==> src/hw/rtl/fra_pkg.sv <==
// shared types, constants and helpers for the fra par rate accumulator
// no dependencies; used by fra_mul, fra_div and the core

package fra_pkg;

   localparam int FRAC_BITS_DEF = 28;
   localparam int WORD_W        = 32;
   localparam int ACC_W         = 64;
   localparam int QUOT_W        = 33;
   localparam int TOL_W         = 29;

   localparam logic [1:0] ST_OK       = 2'd0;
   localparam logic [1:0] ST_ANN_ZERO = 2'd1;
   localparam logic [1:0] ST_DENOM    = 2'd2;
   localparam logic [1:0] ST_SAT      = 2'd3;

   typedef struct packed {
      logic             start;
      logic             full_frac;
      logic [ACC_W-1:0] numer;
      logic [ACC_W-1:0] denom;
   } fra_div_req_type;

   typedef struct packed {
      logic              done;
      logic [QUOT_W-1:0] quot;
   } fra_div_rsp_type;

   typedef struct packed {
      logic                     sat;
      logic signed [WORD_W-1:0] val;
   } fra_clamp_type;

   typedef struct packed {
      logic                    ovf;
      logic signed [ACC_W-1:0] sum;
   } fra_sum_type;

   // signed 32-bit value from an unsigned quotient capped at 2^32
   function automatic fra_clamp_type fra_clamp(input logic [QUOT_W-1:0] q, input logic neg);
      fra_clamp_type r;
      r.sat = 1'b0;
      if (neg) begin
         if (q > QUOT_W'(64'h8000_0000)) begin
            r.sat = 1'b1;
            r.val = 32'sh8000_0000;
         end else begin
            r.val = $signed(32'd0 - q[WORD_W-1:0]);
         end
      end else begin
         if (q > QUOT_W'(64'h7FFF_FFFF)) begin
            r.sat = 1'b1;
            r.val = 32'sh7FFF_FFFF;
         end else begin
            r.val = $signed(q[WORD_W-1:0]);
         end
      end
      return r;
   endfunction

   function automatic fra_sum_type fra_sat_add(input logic signed [ACC_W-1:0] a,
                                               input logic signed [ACC_W-1:0] b);
      fra_sum_type r;
      logic signed [ACC_W-1:0] s;
      s = a + b;
      r.ovf = (a[ACC_W-1] == b[ACC_W-1]) && (s[ACC_W-1] != a[ACC_W-1]);
      if (r.ovf) begin
         r.sum = a[ACC_W-1] ? {1'b1, {(ACC_W-1){1'b0}}} : {1'b0, {(ACC_W-1){1'b1}}};
      end else begin
         r.sum = s;
      end
      return r;
   endfunction

   function automatic logic [ACC_W-1:0] fra_mag(input logic signed [ACC_W-1:0] v);
      return v[ACC_W-1] ? (ACC_W'(0) - ACC_W'(v)) : ACC_W'(v);
   endfunction

endpackage

==> src/hw/rtl/fra_mul.sv <==
// registered 32 x 32 signed multiplier shared by all products of the core
// depends on fra_pkg

module fra_mul (
   input  logic                              clock,
   input  logic signed [fra_pkg::WORD_W-1:0] op_a,
   input  logic signed [fra_pkg::WORD_W-1:0] op_b,
   output logic signed [fra_pkg::ACC_W-1:0]  prod_ff
);
   import fra_pkg::*;

   logic signed [ACC_W-1:0] prod_in;

   assign prod_in = ACC_W'(op_a) * ACC_W'(op_b);

   always_ff @(posedge clock) begin
      prod_ff <= prod_in;
   end

endmodule

==> config.mk <==
export PLATFORM = sky130hd
export DESIGN_NAME = fra_mul
export DESIGN_NICKNAME = d
export VERILOG_FILES = /design/src/hw/rtl/fra_pkg.sv /design/src/hw/rtl/fra_mul.sv
export SDC_FILE = /design/constraint.sdc
export NUM_CORES = 2
export LEC_CHECK = 0
export ABC_AREA = 1
export BUFFER_PORTS_ARGS = -buffer_cell sky130_fd_sc_hd__clkbuf_2
export CAP_MARGIN = 10
export CORE_ASPECT_RATIO = 1.1
export CORE_MARGIN = 2
export CORE_UTILIZATION = 58
export CTS_CLUSTER_DIAMETER = 150
export DETAILED_ROUTE_END_ITERATION = 10
export PLACE_DENSITY = 0.78
export SYNTH_ARGS = -nofsm -noshare
export SYNTH_HDL_FRONTEND = slang
export SYNTH_SLANG_ARGS = --single-unit
==> constraint.sdc <==
create_clock -name clock -period 7.6 [get_ports clock]
set_clock_uncertainty 0.15 [all_clocks]
set_input_delay 0.38 -clock clock [delete_from_list [all_inputs] [get_ports clock]]
set_output_delay 0.38 -clock clock [all_outputs]
set_load 0.01 [all_outputs]
### Word level (Yosys, flattened, before mapping)

Index checks and enable logic that the tools add are counted.
W data, S select, Z words.

* register bits: 64
* bits in latches: 0
* bits in writable memories: 0
* ROM bits: 0
* output and inout port bits: 64
* memories kept: 0

* add/subtract/negate cells: 0
* multipliers: 1
* div/mod/pow operators: 0
* $lt $le $gt $ge: 0
* eq/ne operators: 0
* shifts and indexed selects: 0
* mux-type cells: 0
* bitwise operators: 0
* reduce and logical (&&, ||, !) cells: 0

Operator list (number)
* $mul A32 B32 Y64: 1

### Logic depth before layout (Yosys ltp)

* depth after elaboration: 1
* gate-level depth with buffers: 31
* gate-level depth less buffers: 30

### Worst setup path after synthesis

OpenSTA, ideal clock, no wires.

* kind: input-to-reg
* start point: input port op_a[31] (netlist name)
* end point: register prod_ff[56] (netlist name)
* setup time: 0.114 ns
* arrival time: 6.968 ns
* data required time: 7.336 ns
* setup slack: 0.368 ns
* stages on the path: 26
* buffers on the path: 1
* cell sequence: clkbuf_1 nand2_1 inv_1 fa_1 inv_1 fa_1 inv_1 fa_1 fa_1 inv_1 fa_1 inv_1 fa_1 inv_1 fa_1 fa_1 inv_1 ha_1 a21o_1 nor2_1 nor2_1 or2_2 nor2_1 nand3_1 nand2_1 nand2_1

* longest elaborated chain between the ends: 1

RTL lines
* start: declaration: RTL line fra_mul.sv:6 `input logic signed [fra_pkg::WORD_W-1:0] op_a,`
* $mul A32 B32 Y64: RTL line fra_mul.sv:14 `assign prod_in = ACC_W'(op_a) * ACC_W'(op_b);`
* via prod_in[56]: RTL line fra_mul.sv:12 `logic signed [ACC_W-1:0] prod_in;`
* end signal: assignment: RTL line fra_mul.sv:17 `prod_ff <= prod_in;`
* end: declaration: RTL line fra_mul.sv:8 `output logic signed [fra_pkg::ACC_W-1:0] prod_ff`

The timed path passes the listed nets, and every way through them passes these cells.

### Worst setup path in the final report

* start point: input port op_b[5] (netlist name)
* end point: register prod_ff[57] (netlist name)

* longest elaborated chain between the ends: 1

RTL lines
* start: declaration: RTL line fra_mul.sv:7 `input logic signed [fra_pkg::WORD_W-1:0] op_b,`
* $mul A32 B32 Y64: RTL line fra_mul.sv:14
* via prod_in[57]: RTL line fra_mul.sv:12

The timed path passes the listed nets, and every way through them passes these cells.

==> run metrics <==
CP Launch Type input pin; most numerous cell on the critical path fa_1; ys async rst share 0; initial core utilization 0.588; Port Buffers 128; Final setup violation count 0; Worst Hold Slack 472 ps; Hold Buf Count CTS 0; # fillers 5,776; GRT Residual Overflow 0; post-detailed-route wirelength per cell 17.6 µm; sequential fraction of the synthesis area 0.0321; XOR/XNOR Fraction of Synth Area 0.00791; Routed WL 107 mm; Hold Path Stages 4; CP max FO 11; Final Cell Area 42,900 µm²; Synth area leaders fa_1, inv_1, nand2_1; outcome finished, final reports clean; row count 100; fmax 140 MHz; commonest non-fill, non-tap cell in the layout inv_1; vias 31.5k; Final min period 7160 ps; Vias/cell 5.15; Iter 0 DRT Violations 2,472; CTS sink cnt 64; GP Congestion 0.994; Top FF cell, synth dfxtp_1; crit path kind in -> reg; Post-synth EDFFs 0; Worst Hold Class in -> reg; simple-gate share of the synthesized area 0.170; Synth Register Bits 64; RSZ-0062 raised after global routing false; Total Routing Usage GR 0.321; Num CTS Buffers 9; max reg flops 64; initial antenna violation count 3; Netlist cell types 32; largest net degree at the start of global routing 33; first-pass GRT wire length 176 mm; fin crit share 0.942; clock-pin slew on the worst setup and hold paths 60 ps; H-tree levels 3; Hold Violations, Final 0; Worst Hold End prod_ff[0]; core box area 67,800 µm²; Die ar. 70,800 µm²; Synth Area in Compound Gates 0.0140; Post-Synth Adder-Cell Area 0.601; setup TNS 0 ps; root buf cell clkbuf_16; clk buf depth 2; Die X 254 µm; Cell Area, Synth 39,900 µm²; Area after DPL 42,600 µm²; first-pass detailed-route iteration total 6; share of cells above drive strength 1 0.0714; Post-Syn Instances 5,046; CP endpoint kind flop; syn avg cell area 7.90 µm²; highest-delay cell along the critical path fa_1; worst-margin pin slew 720 ps; nets 6,510; area share of the largest cell type after synthesis 0.543; CTS tree done; Layout area overhead 7.66%; slew margin rel. 0.520; post-synthesis mux area share 0; commonest non-fill, non-tap cells in the layout inv_1, nand2_1, fa_1; number of I/O pins 129; vias in the first global route 33.9k; main combinational cell family by area after synthesis adder cells; detailed placer's ending HPWL 96.1 mm; remaining antenna violation count 0; Top Registers prod_ff x64; drt drc 0; Biggest register prod_ff; Die H 279 µm; Arr. time, crit path 7250 ps; YS warnings 0; area leader, netlist fa_1; max incr delay on CP 590 ps; Final Max Tran Viols 0; Worst Hold Launch op_b[0]; number of max-cap violations 0; Net Count, Synth 6,377; CP Data Required Time 7690 ps
kinds of logic (layout without fill, tap and decap cells):
group                      after synthesis  count (layout)
AOI/OAI and AO/OA                      104             104
xor gates and xnor gates                36              36
adders and majority gates             1266            1266
buffers and inverters                 1851            1989
DFF                                     64              64
other                                    0               3
and+or+nand+nor                       1725            1725
worst max-delay path by stage:
stage | to | depth (start not counted) | start
6_report | prod_ff[57] | 29 | op_b[5]
5_1_grt | prod_ff[58] | 26 | op_b[5]
4_1_cts | prod_ff[57] | 28 | op_b[5]
3_5_place_dp | prod_ff[62] | 27 | op_b[5]
3_3_place_gp | prod_ff[62] | 27 | op_b[5]
2_1_floorplan | prod_ff[56] | 26 | op_a[31]
repair_timing:
action,in CTS,in global routing
setup buffers,0,1
hold endpoints to repair,0,0
gates resized for setup,0,1
setup endpoints to repair,0,4
synthesized netlist by cell type, drive strengths merged (2+ instances only):
library cell,instances
nand3,76
nor4,5
o21ai,22
inv,1659
o21bai,9
nor3,8
clkbuf,192
or2,9
o21a,2
dfxtp,64
xnor2,6
a21oi,68
ha,184
nand4,20
and2,2
xor2,30
nand2,1452
nor2,152
fa,1082
a21o,2
critical path: cells and delay by family:
| family | cells | cell delay [ps] |
|---|---|---|
| fa+ha+maj | 9 | 4450 |
| buf+inv | 9 | 1010 |
| simple gates | 9 | 830 |
| compound gates | 2 | 560 |
layout make-up:
class	instances	area, µm²	share of cell area
Multi-Input combinational cell	3131	31600	0.737
Sequential cell	64	1280	0.0299
Clock buffer	9	225	0.00525
Timing Repair Buffer	314	2310	0.0539
Tap cell	918	1150	0.0268
Inverter	1659	6230	0.145
Clock inverter	7	77.6	0.00181
Antenna cell	3	7.51	0.000175
metal layers:
metal	track usage	wire, µm	vias to the layer above
met5	0	0	-
met4	0.119	4590	0
met3	0.0362	7600	265
met2	0.558	54500	1279
met1	0.414	40600	15894
li1	-	-	14014
per-stage QoR:
| step | setup WS (ps) | cells | utilization |
|---|---|---|---|
| finish | 442 | 6105 | 0.633 |
| global route | 19.3 | 6105 | 0.633 |
| CTS | 441 | 6101 | 0.632 |
| detailed placement | 84.1 | 6085 | 0.628 |
| global placement | 119 | 6085 | 0.628 |
| floorplan | 368 | 5046 | - |
Power is left out: the tool's default activity adds up to more than one toggle a clock period on the data nets, which glitch-free logic cannot reach.
