--- config.mk ---
export PLATFORM = sky130hd
export DESIGN_NAME = fra_div
export DESIGN_NICKNAME = d
export VERILOG_FILES = /design/src/hw/rtl/fra_pkg.sv /design/src/hw/rtl/fra_div.sv
export SDC_FILE = /design/constraint.sdc
export NUM_CORES = 1
export LEC_CHECK = 0
export BUFFER_PORTS_ARGS = -buffer_cell sky130_fd_sc_hd__buf_2
export CAP_MARGIN = 10
export CORE_UTILIZATION = 50
export CTS_CLUSTER_DIAMETER = 120
export DETAILED_ROUTE_END_ITERATION = 12
export PLACE_DENSITY_LB_ADDON = 0.05
export SETUP_SLACK_MARGIN = 0.15
export SYNTH_ARGS = -nofsm -noshare
export SYNTH_HDL_FRONTEND = slang
export SYNTH_SLANG_ARGS = --single-unit
export TNS_END_PERCENT = 50
--- constraint.sdc ---
create_clock -name clock -period 5.71 [get_ports clock]
set_input_delay 0.2855 -clock clock [delete_from_list [all_inputs] [get_ports clock]]
set_output_delay 0.2855 -clock clock [all_outputs]
set_load 0.02 [all_outputs]
--- src/hw/rtl/fra_pkg.sv ---
// shared types, constants and helpers for the fra par rate accumulator
// no dependencies; used by fra_mul, fra_div and the core

package fra_pkg;

   localparam int FRAC_BITS_DEF = 28;
   localparam int WORD_W        = 32;
   localparam int ACC_W         = 64;
   localparam int QUOT_W        = 33;
   localparam int TOL_W         = 29;

   localparam logic [1:0] ST_OK       = 2'd0;
   localparam logic [1:0] ST_ANN_ZERO = 2'd1;
   localparam logic [1:0] ST_DENOM    = 2'd2;
   localparam logic [1:0] ST_SAT      = 2'd3;

   typedef struct packed {
      logic             start;
      logic             full_frac;
      logic [ACC_W-1:0] numer;
      logic [ACC_W-1:0] denom;
   } fra_div_req_type;

   typedef struct packed {
      logic              done;
      logic [QUOT_W-1:0] quot;
   } fra_div_rsp_type;

   typedef struct packed {
      logic                     sat;
      logic signed [WORD_W-1:0] val;
   } fra_clamp_type;

   typedef struct packed {
      logic                    ovf;
      logic signed [ACC_W-1:0] sum;
   } fra_sum_type;

   // signed 32-bit value from an unsigned quotient capped at 2^32
   function automatic fra_clamp_type fra_clamp(input logic [QUOT_W-1:0] q, input logic neg);
      fra_clamp_type r;
      r.sat = 1'b0;
      if (neg) begin
         if (q > QUOT_W'(64'h8000_0000)) begin
            r.sat = 1'b1;
            r.val = 32'sh8000_0000;
         end else begin
            r.val = $signed(32'd0 - q[WORD_W-1:0]);
         end
      end else begin
         if (q > QUOT_W'(64'h7FFF_FFFF)) begin
            r.sat = 1'b1;
            r.val = 32'sh7FFF_FFFF;
         end else begin
            r.val = $signed(q[WORD_W-1:0]);
         end
      end
      return r;
   endfunction

   function automatic fra_sum_type fra_sat_add(input logic signed [ACC_W-1:0] a,
                                               input logic signed [ACC_W-1:0] b);
      fra_sum_type r;
      logic signed [ACC_W-1:0] s;
      s = a + b;
      r.ovf = (a[ACC_W-1] == b[ACC_W-1]) && (s[ACC_W-1] != a[ACC_W-1]);
      if (r.ovf) begin
         r.sum = a[ACC_W-1] ? {1'b1, {(ACC_W-1){1'b0}}} : {1'b0, {(ACC_W-1){1'b1}}};
      end else begin
         r.sum = s;
      end
      return r;
   endfunction

   function automatic logic [ACC_W-1:0] fra_mag(input logic signed [ACC_W-1:0] v);
      return v[ACC_W-1] ? (ACC_W'(0) - ACC_W'(v)) : ACC_W'(v);
   endfunction

endpackage

--- src/hw/rtl/fra_div.sv ---
// restoring divider, one quotient bit a cycle, quotient capped at 2^32
// computes floor(numer * 2^FRAC_BITS / denom) or floor(numer / denom); depends on fra_pkg

module fra_div #(
   parameter int FRAC_BITS = fra_pkg::FRAC_BITS_DEF
) (
   input  logic                     clock,
   input  logic                     reset,
   input  fra_pkg::fra_div_req_type div_req,
   output fra_pkg::fra_div_rsp_type div_rsp
);
   import fra_pkg::*;

   localparam int NW = ACC_W + FRAC_BITS;
   localparam int CW = $clog2(NW + 1);

   logic [NW-1:0]     num_ff, num_in;
   logic [ACC_W-1:0]  rem_ff, rem_in;
   logic [ACC_W-1:0]  den_ff, den_in;
   logic [QUOT_W-1:0] q_ff, q_in;
   logic              big_ff, big_in;
   logic [CW-1:0]     cnt_ff, cnt_in;
   logic              busy_ff, busy_in;
   logic              done_ff, done_in;
   logic [ACC_W:0]    trial;
   logic              ge;
   logic              big_step;

   assign trial    = {rem_ff, num_ff[NW-1]};
   assign ge       = trial >= {1'b0, den_ff};
   // once the partial quotient reaches 2^32 it stops growing
   assign big_step = big_ff | q_ff[QUOT_W-1];

   always_comb begin
      num_in  = num_ff;
      rem_in  = rem_ff;
      den_in  = den_ff;
      q_in    = q_ff;
      big_in  = big_ff;
      cnt_in  = cnt_ff;
      busy_in = busy_ff;
      done_in = 1'b0;
      if (div_req.start) begin
         num_in  = {div_req.numer, {FRAC_BITS{1'b0}}};
         rem_in  = '0;
         den_in  = div_req.denom;
         q_in    = '0;
         big_in  = 1'b0;
         cnt_in  = div_req.full_frac ? CW'(NW) : CW'(ACC_W);
         busy_in = 1'b1;
      end else if (busy_ff) begin
         num_in = {num_ff[NW-2:0], 1'b0};
         rem_in = ge ? ACC_W'(trial - {1'b0, den_ff}) : trial[ACC_W-1:0];
         big_in = big_step;
         if (!big_step) begin
            q_in = {q_ff[QUOT_W-2:0], ge};
         end
         cnt_in = cnt_ff - CW'(1);
         if (cnt_ff == CW'(1)) begin
            busy_in = 1'b0;
            done_in = 1'b1;
         end
      end
   end

   always_ff @(posedge clock) begin
      if (reset) begin
         busy_ff <= 1'b0;
         done_ff <= 1'b0;
         cnt_ff  <= '0;
      end else begin
         busy_ff <= busy_in;
         done_ff <= done_in;
         cnt_ff  <= cnt_in;
      end
      num_ff <= num_in;
      rem_ff <= rem_in;
      den_ff <= den_in;
      q_ff   <= q_in;
      big_ff <= big_in;
   end

   assign div_rsp.done = done_ff;
   assign div_rsp.quot = (big_ff || (q_ff > {1'b1, {(QUOT_W-1){1'b0}}}))
                         ? {1'b1, {(QUOT_W-1){1'b0}}} : q_ff;

endmodule

## Word-level counts from Yosys, hierarchy flattened

Cells that the tools add are included.
W data, S select, Z words.

- Add/subtract/negate cells: 2
- Magnitude comparators: 2
- Eq/ne operators: 1
- Mux-type cells: 11
- Bitwise gates (word level): 3
- Reduce and logical (&&, ||, !) cells: 4

Operators with widths:

| operator | number |
|---|---|
| $mux W92 | 2 |
| $ge A65 B64 Y1 | 1 |
| $mux W64 | 1 |
| $sub A64 B64 Y64 | 1 |
| $gt A33 B33 Y1 const B | 1 |
| $mux W33 | 1 |
| $mux W7 | 2 |
| $eq A7 B1 Y1 const B | 1 |
| $sub A7 B1 Y7 const B | 1 |
| $mux W5 | 1 |
| $mux W1 | 4 |
| $reduce_or A3 Y1 | 1 |
| $not A1 Y1 | 2 |
| $reduce_and A2 Y1 | 1 |
| $reduce_bool A2 Y1 | 1 |
| $logic_or A1 B1 Y1 | 1 |
| $or A1 B1 Y1 | 1 |

- Register bits: 235
- Input port bits: 132

## Longest topological paths before layout

- Word-level depth: 4
- Gate-level depth with buffers: 16

## Least setup slack after synthesis

No wires, ideal clock.

- Path type: flip-flop to flip-flop
- From: reg num_ff[91]
- To: reg rem_ff[58]
- Setup time: 88 ps
- Arrival time: 2764 ps
- Slack: 2858 ps
- Stages on the path, launching flop included: 14
- Cell sequence: edfxtp_1 > inv_1 > ha_1 > fa_1 > nor2b_1 > o2111a_1 > o21a_1 > o2111ai_1 > nand2_1 > a41oi_2 > or3_1 > a21o_1 > a21o_1 > a311oi_2

- Longest elaborated chain between the ends: 2
- Elaborated cells between the ends (all ways): 3

Ends and longest elaborated chain:

| what | line | source |
|---|---|---|
| start: declaration | fra_div.sv:17 | `logic [NW-1:0] num_ff, num_in;` |
| start signal: assignment | fra_div.sv:76 | `num_ff <= num_in;` |
| $sub A64 B64 Y64 or $ge A65 B64 Y1 (tied branches) | fra_div.sv:53, fra_div.sv:30 |  |
| $mux W64 * | fra_div.sv:53 | `rem_in = ge ? ACC_W'(trial - {1'b0, den_ff}) : trial[ACC_W-1:0];` |
| end signal: assignment | fra_div.sv:77 | `rem_ff <= rem_in;` |
| end: declaration | fra_div.sv:18 | `logic [ACC_W-1:0] rem_ff, rem_in;` |

Every way passes the cells marked *; elsewhere a longest branch is shown, timed or not.
A chain may end at the register's enable or synchronous reset.

## Worst setup path after layout

- From: reg den_ff[57]
- To: reg rem_ff[62]

- Longest elaborated chain between the ends: 2
- Elaborated cells between the ends (all ways): 3

Ends and longest elaborated chain:

| what | line | source |
|---|---|---|
| start: declaration | fra_div.sv:19 | `logic [ACC_W-1:0] den_ff, den_in;` |
| start signal: assignment | fra_div.sv:78 | `den_ff <= den_in;` |
| $sub A64 B64 Y64 or $ge A65 B64 Y1 (tied branches) | fra_div.sv:53, fra_div.sv:30 |  |
| $mux W64 * | fra_div.sv:53 |  |

Marks and branches as above.

==> results.sh <==
export IMPL_cp_required_ps=6160
export IMPL_diodes=0
export IMPL_numPortBuffers=165
export IMPL_hold_path_class="input port to register"
export IMPL_wl_per_cell_um=15.6
export IMPL_grt_max_degree=157
export IMPL_setup_violations=0
export IMPL_clock_latency_ps=530
export IMPL_nNetsFinal=1807
export IMPL_maxCapViolCount=0
export IMPL_die_w_um=167
export IMPL_synthToLayoutAreaGrowth_pct=17.9
export IMPL_cts_root_buf="clkbuf_16"
export IMPL_timing_reg2reg_worst_path_depth=13
export IMPL_dr_total_vias=10800
export IMPL_cp_max_fo=49
export IMPL_synth_area_um2=13600
export IMPL_dieArea_um2=27900
export IMPL_drt_iter0_drc=637
export IMPL_drc=0
export IMPL_fin_ws_ps=1980
export IMPL_r2r_setup_slack_ps=1980
export IMPL_arrival_ps=4180
export IMPL_grt_pass1_vias=10500
export IMPL_power_leakage_uw=0.00681
export IMPL_rsz0062_at_grt="no"
export IMPL_timing_rr_end="rem_ff[62]"
export IMPL_synth_edff_count=128
export IMPL_worstHoldPathCells=2
export IMPL_fillCellCount=2401
export IMPL_initial_core_util_pct=50.8
export IMPL_fin_crit_ps=3730
export IMPL_clk_pin_slew_ps=60
export IMPL_wirelength_mm=30.8
export IMPL_rows=60
export IMPL_cts_buffer_depth=3
export IMPL_yosys_warnings=0
export IMPL_ys_dominant_reg_cell="edfxtp_1"
export IMPL_regToRegStartpoint="den_ff[57]"
export IMPL_ys_ff_latch=235
export IMPL_skew_ps=6.65
export IMPL_dp_hpwl_mm=21.2
export IMPL_min_to="num_ff[28]"
export IMPL_cts_tree="done"
export IMPL_status="finished, final reports clean"
export IMPL_grt_util_all_layers_pct=21.8
export IMPL_numClockSinks=235
export IMPL_peakVddDrop_uv=226
export IMPL_htree_num_levels=1
export IMPL_first_pass_iters=5
export IMPL_hold_viol=0
export IMPL_path_class="register to register"
export IMPL_viasPerCell=5.51
export IMPL_cp_start_kind="register"
export IMPL_grt_antenna_before_repair=0
export IMPL_dp_slack_ps=1970
export IMPL_max_slew_margin_pct=31.3
export IMPL_gp_congestion=0.831
export IMPL_synth_seq_area_share_pct=44.0
export IMPL_die_y_um=167
export IMPL_yosysTopAreaCellShare_pct=28.3
export IMPL_worst_pin_slew_ps=1030
export IMPL_slew_violations=0
export IMPL_power_density_nw_per_um2=295
export IMPL_synth_nets=1625
export IMPL_cts_resized=0
export IMPL_hp_start="div_req[64]"
export IMPL_synth_cell_types=80
export IMPL_period_share_pct=65.4
export IMPL_ant_nets=0
export IMPL_synth_area_leaders="edfxtp_1 (28%), dfxtp_1 (16%), ha_1 (6.1%), mux2_2 (5.5%), a21oi_1 (5.3%)"
export IMPL_cts_setup_buffers=0
export IMPL_ys_async_sr_fraction_pct=0
export IMPL_max_freq_ghz=0.268
export IMPL_coreArea_um2=26800
export IMPL_grt_pass1_wl_mm=50.9
export IMPL_syn_mean_instance_area_um2=9.54
export IMPL_grt_overflow=0
export IMPL_ios=166
export IMPL_end_kind="register"
export IMPL_drive_above_1_share_pct=19.0
export IMPL_tns_ps=0
export IMPL_yosys_area_top_type="edfxtp_1"
export IMPL_cts_buffers=27
export IMPL_synthCells=1426
==> what timing repair did <==
| item | 4_1_cts | 5_1_grt |
|---|---|---|
| hold buffers | 65 | 0 |
| endpoints found under the setup margin | 0 | 0 |
| endpoints found under the hold margin | 65 | 0 |
==> worst max-delay path, stage by stage, from the launching register on <==
cell and delay, ps:
edfxtp_1 320, inv_1 50, ha_1 460, nand3_1 140, nor2_1 360, nand4_1 170, nor4_1 280, nand3_1 140
o311ai_0 520, a41oi_4 80, buf_12 220, nor2b_1 620, nand2_1 110, a21oi_1 150
==> where the power goes <==
| part | total, uW | internal (uW) | switching, uW | leakage, uW |
|---|---|---|---|---|
| Sequential | 2000 | 1940 | 68.7 | 0.00215 |
| Combinational | 1150 | 490 | 660 | 0.00427 |
| Clock | 1580 | 922 | 660 | 0.000395 |
| Total | 4740 | 3350 | 1390 | 0.00681 |
==> registers in the layout, summed over array words and instances (netlist names) <==
signal,cells
cnt_ff,7
busy_ff,1
den_ff,64
q_ff,33
big_ff,1
done_ff,1
rem_ff,64
num_ff,64
==> area by class of cell <==
cell class	instances	area [um2]	area share, %
tap	341	427	2.66
clock inverter	12	82.6	0.515
clock buffer	36	719	4.48
timing repair buffer	237	1580	9.87
inverter	92	345	2.15
sequential	235	5990	37.3
multi-input combinational	1015	6900	43.0
==> cells in the final DEF (no fill, tap or decap), drive strengths merged, types with 13 or more instances in the layout <==
cell	instances
dfxtp	107
o21bai	22
nor3	17
a21o	34
a21oi	145
xor2	22
buf	171
o21ai	40
and2	42
edfxtp	128
nor2	132
xnor2	37
nand4	26
a211oi	63
nand2	119
mux2i	26
mux2	68
dlygate4sd3	65
inv	92
clkbuf	37
nand3	17
a31oi	13
ha	66
==> cell families after synthesis <==
family / after synthesis / synth area share, %
buffers and inverters: 176 / 5.37
adder cells (fa/ha/maj): 67 / 6.22
AND/OR/NAND/NOR: 420 / 15.0
AO/OA/AOI/OAI: 375 / 18.1
flip-flops: 235 / 44.0
XOR/XNOR: 59 / 3.80
multiplexers: 94 / 7.54
==> metrics by stage <==
stage	hold WS (ps)	cells	total power (uW)	utilization (%)	cell area, um2
global placement	462	1854	3140	54.3	14600
finish	42.7	1968	4740	59.9	16000
detailed placement	464	1854	3150	54.3	14600
CTS	25.8	1967	4780	59.8	16000
global route	41.7	1968	4980	59.9	16000
floorplan	358	1426	2880	-	13600
==> synthesized netlist by cell type, types with 3 or more instances <==
master and n:
a31oi_1 13, mux2i_1 26, a211oi_1 58, buf_1 3, or2_2 6, a21oi_1 143, o211ai_1 9, nand2b_1 9
o31ai_1 7, and3_1 11, a311o_1 5, nand3_1 16, o21ai_0 35, inv_1 92, ha_1 66, a211oi_2 5
xnor2_1 37, nor4b_1 3, mux2_2 67, o21a_1 3, nor4_1 9, edfxtp_1 128, buf_2 10, nor3_1 16
clkbuf_1 58, nand4_1 25, buf_6 3, and2_1 42, a31o_2 3, buf_4 9, a21o_1 34, o21bai_1 22
dfxtp_1 107, xor2_1 22, or3_1 4, o221ai_1 4, nor2b_1 10, nor2_1 132, nand2_1 118, o21ai_1 4
==> routing by layer <==
metal | routed length, um | share of wire (%) | GRT usage [%] | up-vias
met5 | 0 | 0 | 0 | -
met4 | 666 | 2.2 | 5.35 | 0
met3 | 1110 | 3.6 | 2.50 | 40
met2 | 15000 | 49 | 37.9 | 208
met1 | 14000 | 45 | 28.9 | 5090
li1 | - | - | - | 5505
==> worst max-delay path by stage <==
stage / startpoint / to / slack, ps / cells after the start
3_3_place_gp: den_ff[58] / rem_ff[35] / 1970 / 13
2_1_floorplan: num_ff[91] / rem_ff[58] / 2860 / 13
3_5_place_dp: den_ff[58] / rem_ff[62] / 1970 / 13
4_1_cts: den_ff[58] / rem_ff[62] / 1940 / 13
6_report: den_ff[57] / rem_ff[62] / 1980 / 13
5_1_grt: den_ff[58] / rem_ff[57] / 1640 / 13
Note: power is estimated with default switching activity, not from simulation.
